### src/rtl/kwm_ram.sv
// Generic simple dual-port RAM with one write port and a registered read port.
`default_nettype none

module kwm_ram #(
    parameter int  WIDTH = 32,
    parameter int  DEPTH = 16,
    localparam int AW    = (DEPTH > 1) ? $clog2(DEPTH) : 1
) (
    input  wire logic             clk,
    input  wire logic             we,
    input  wire logic [AW-1:0]    waddr,
    input  wire logic [WIDTH-1:0] wdata,
    input  wire logic [AW-1:0]    raddr,
    output logic      [WIDTH-1:0] rdata
);

    logic [WIDTH-1:0] mem_reg [DEPTH];
    logic [WIDTH-1:0] rdata_reg;

    // Write, and read into a registered output
    always_ff @(posedge clk)
    begin
        if (we)
        begin
            mem_reg[waddr] <= wdata;
        end
        rdata_reg <= mem_reg[raddr];
    end

    assign rdata = rdata_reg;

endmodule

`default_nettype wire

### config.mk
export PLATFORM = sky130hd
export DESIGN_NAME = kwm_ram
export DESIGN_NICKNAME = d
export VERILOG_FILES = /design/src/rtl/kwm_ram.sv
export SDC_FILE = /design/constraint.sdc
export NUM_CORES = 1
export LEC_CHECK = 0
export BUFFER_PORTS_ARGS = -buffer_cell sky130_fd_sc_hd__buf_2
export CAP_MARGIN = 20
export CORE_MARGIN = 4
export CORE_UTILIZATION = 61
export CTS_CLUSTER_SIZE = 25
export DETAILED_ROUTE_END_ITERATION = 7
export GPL_TIMING_DRIVEN = 0
export MAX_ROUTING_LAYER = met4
export PLACE_DENSITY = 0.85
export SKIP_CTS_REPAIR_TIMING = 1
export SLEW_MARGIN = 20
export SYNTH_ARGS = -nofsm -noshare
export SYNTH_HDL_FRONTEND = slang
export SYNTH_SLANG_ARGS = --single-unit
### constraint.sdc
create_clock -name clk -period 4.8 [get_ports clk]
set_input_delay 0.96 -clock clk [delete_from_list [all_inputs] [get_ports clk]]
set_output_delay 0.96 -clock clk [all_outputs]
set_load 0.03 [all_outputs]
* Yosys cells after proc, flatten, opt, wreduce, memory -nomap -nowiden
Memories as Yosys holds them, arrays and structs flattened. A register that Yosys moved wholly into a read port is not among the register bits. Index checks and enable logic that the tools add are counted.
Storage, ports and cells: input bits 42, latch bits 0, memories 1, bits in registers 0, memory bits (writable) 512, logic and storage cells 3, output and inout bits 32, bits in read-only memories 0
Memory list:
- mem_reg | depth 16, bits a word 32, read ports 1, clocked after Yosys merged registers in 1, wr ports 1, line 17 | logic [WIDTH-1:0] mem_reg [DEPTH];
Cells by class: muxes and demuxes 2, shift-type cells 0, $mul 0, add/subtract/negate cells 0, div/mod/pow operators 0, reductions and logical operators 0, eq/ne operators 0, bitwise operators 0, $lt $le $gt $ge 0
Operators by type and width (number):
- two-way mux 1 bit | 2

* Logic depth before layout (Yosys ltp)
word-level depth 2, depth in mapped cells 5, depth with buffers taken out 3

* Least setup slack after synthesis
No wires, ideal clock.
kind in2reg, from in waddr[2], to mem mem_reg[0][0], enable pin, data required time 4.339 ns, data arrival time 3.678 ns, path slack 0.660 ns, library setup time 0.461 ns, stages on the path 2, path buffers 0, path through or3b_2 -> nor3_1
RTL lines:
- from (decl) | line 11 | input wire logic [AW-1:0] waddr,
- to (decl) | line 17
Straight into the memory's write port.

* Final worst setup path
from in waddr[2], to mem mem_reg[8][2], enable pin
Straight into the memory's write port.

==> reports/metrics.csv <==
metric,value,unit
grt_setup_unrepaired,no,
syn_inst,838,
insertion_delay,560,ps
fin_nets,1033,
cts_tree,done,
worst_slew_pin_slew,966,ps
layout_commonest_cell,edfxtp_1,
p_switching,0.00201,W
required,5050,ps
worstSetupEndpointType,register,
start_util,0.624,
post-route-period-util,0.521,
drive_gt1_frac,0.321,
drt_wl_total,43800,µm
cts.reportedPaths.clkPinSlew,60,ps
p_per_area,428,nW/µm²
die_y,188,µm
cp.arrival,2750,ps
cpMostUsedCell,buf_4,
dp_hpwl,26100,µm
combPwrFrac,0.056,
die_w,188,µm
synth_fp_nets,880,
seq_power_share,0.544,
routed-via-count,9692,
min_path_type,register to register,
drt_first_pass_iters,5,
maxCapViolCount,0,
cts_max_level,2,
io_pins,74,
hold_end,rdata[9],
clk_path_buf_depth,3,
gr-total-overflow,0,
antenna_found_initial,3,
ys_warn_count,0,
vias_per_cell,6.59,
path_max_fanout,8,
reg2reg_depth,3,
start_kind,primary input,
hold_viol_final,0,
finalNonFillerCells,1471,
final_util,0.722,
setup_viol,0,
status,finished clean,
gp_congestion,0.752,
cts_buffers,50,
critPathKind,primary input to register,
worst_hold_path.num_cells,3,
wl_per_cell,29.8,µm
largest_reg_flops,512,
worstPathCellList,buf_2 > nand3b_1 > nor3_2 > buf_4 > buf_4,
ys_types,18,
ys_seq_area_frac,0.807,
grt_pass1_vias,10200,
max_stage_delay,750,ps
grt_start_max_net_pins,20,
avgSynthCellArea,23.7,µm²
slew_headroom,0.356,
r2r_end,rdata[22],
r2r_slack,3300,ps
dp.cells,1374,
cts_root_buffer,clkbuf_16,
track_usage,0.260,
drc,0,
final_antenna_net_count,0,
drtIter0Drc,1135,
fin_skew,9.40,ps
min_period,2500,ps
slew_viol_final,0,
cp_slowest_cell,nor3_2,
leakagePower,7.44,nW
port_buffers,71,
p_total,0.00982,W
rows,65,
pwr-share-clk,0.400,
core_area,31800,µm²
synth_area,19900,µm²
layout_common_cells,"edfxtp_1, mux4_2, buf_2",
tns,0,ps
syn_to_final_growth,15.7,%
clock-sinks,544,
hold_start,mem_reg[14][9],
p_int,0.00781,W
r2r_start,mem_reg[3][22],
whs,684,ps
fmax,400,MHz
die_area,35500,µm²
grt_pass1_wl,65600,µm
ir_worst_vdd,339,µV
yosys_register_bits,544,
switching_share,0.205,
-- cells in the mapped netlist --
cell      instances  area (µm²)
a22oi_1          64         480
and2_1            1        6.26
buf_1             9        33.8
buf_2             4        20.0
buf_4            11        82.6
buf_6             2        22.5
clkbuf_1         17        63.8
dfxtp_1          32         641
edfxtp_1        512       15400
mux4_2          128        2880
nand2_1          33         124
nand2b_1          2        12.5
nand3_1           1        5.00
nand3b_1          2        15.0
nor2_1           13        48.8
nor2b_1           2        12.5
nor3_1            4        20.0
or3b_2            1        8.76
-- how the worst max path moves through the flow --
| stage | endpoint | startpoint | slack [ps] | cells past startpoint |
|---|---|---|---|---|
| floorplan | mem_reg[0][0] | waddr[2] | 660 | 2 |
| global placement | mem_reg[8][7] | waddr[2] | -1620 | 3 |
| global route | mem_reg[8][6] | waddr[2] | 2270 | 5 |
| CTS | mem_reg[4][5] | waddr[3] | 2310 | 6 |
| detailed placement | mem_reg[4][5] | waddr[3] | 1740 | 6 |
| finish | mem_reg[8][2] | waddr[2] | 2300 | 5 |
-- area by class of cell --
cell class                      count  area (µm²)
Buffer                             43         223
Multi-Input combinational cell    251        3730
Clock buffer                       70        1400
Fill cell                        1695        8830
Timing Repair Buffer              101         816
Sequential cell                   544       16000
Tap cell                          435         544
Clock inverter                     23         234
Antenna cell                        4        10.0
-- worst max-delay path: cells and delay by family --
family                 cells  cell delay, ps
and+or+nand+nor            2            1120
buffers and inverters      3             660
-- stage by stage --
step	setup slack [ps]	instance area (µm²)
2_1_floorplan	660	19900
5_1_grt	2270	23000
4_1_cts	2310	23000
3_3_place_gp	-1620	20800
6_report	2300	23000
3_5_place_dp	1740	21300
-- per-layer routing --
layer	vias up	routed length [µm]	GRT usage
met5	-	0	-
met4	0	1140	0.0701
met1	5052	16100	0.364
met3	103	4490	0.0476
li1	3893	-	-
met2	644	22000	0.410
-- power groups by stage --
stage | clock network, W | logic (W) | registers [W]
2_1_floorplan | 0 | 0.000255 | 0.00550
3_3_place_gp | 0 | 0.000503 | 0.00543
3_5_place_dp | 0 | 0.000546 | 0.00544
4_1_cts | 0.00396 | 0.000555 | 0.00534
5_1_grt | 0.00419 | 0.000586 | 0.00535
6_report | 0.00393 | 0.000552 | 0.00534
-- logic make-up (layout without fill, tap and decap cells) --
family / count (synthesis) / count (layout) / share of synthesized area
buffers and inverters: 43 / 237 / 0.0112
muxes: 128 / 128 / 0.145
and+or+nand+nor: 59 / 59 / 0.0127
DFF: 544 / 544 / 0.807
AOI/OAI and AO/OA: 64 / 64 / 0.0242
other: 0 / 4 / 0
No activity file was read; power rests on OpenSTA's default activity.
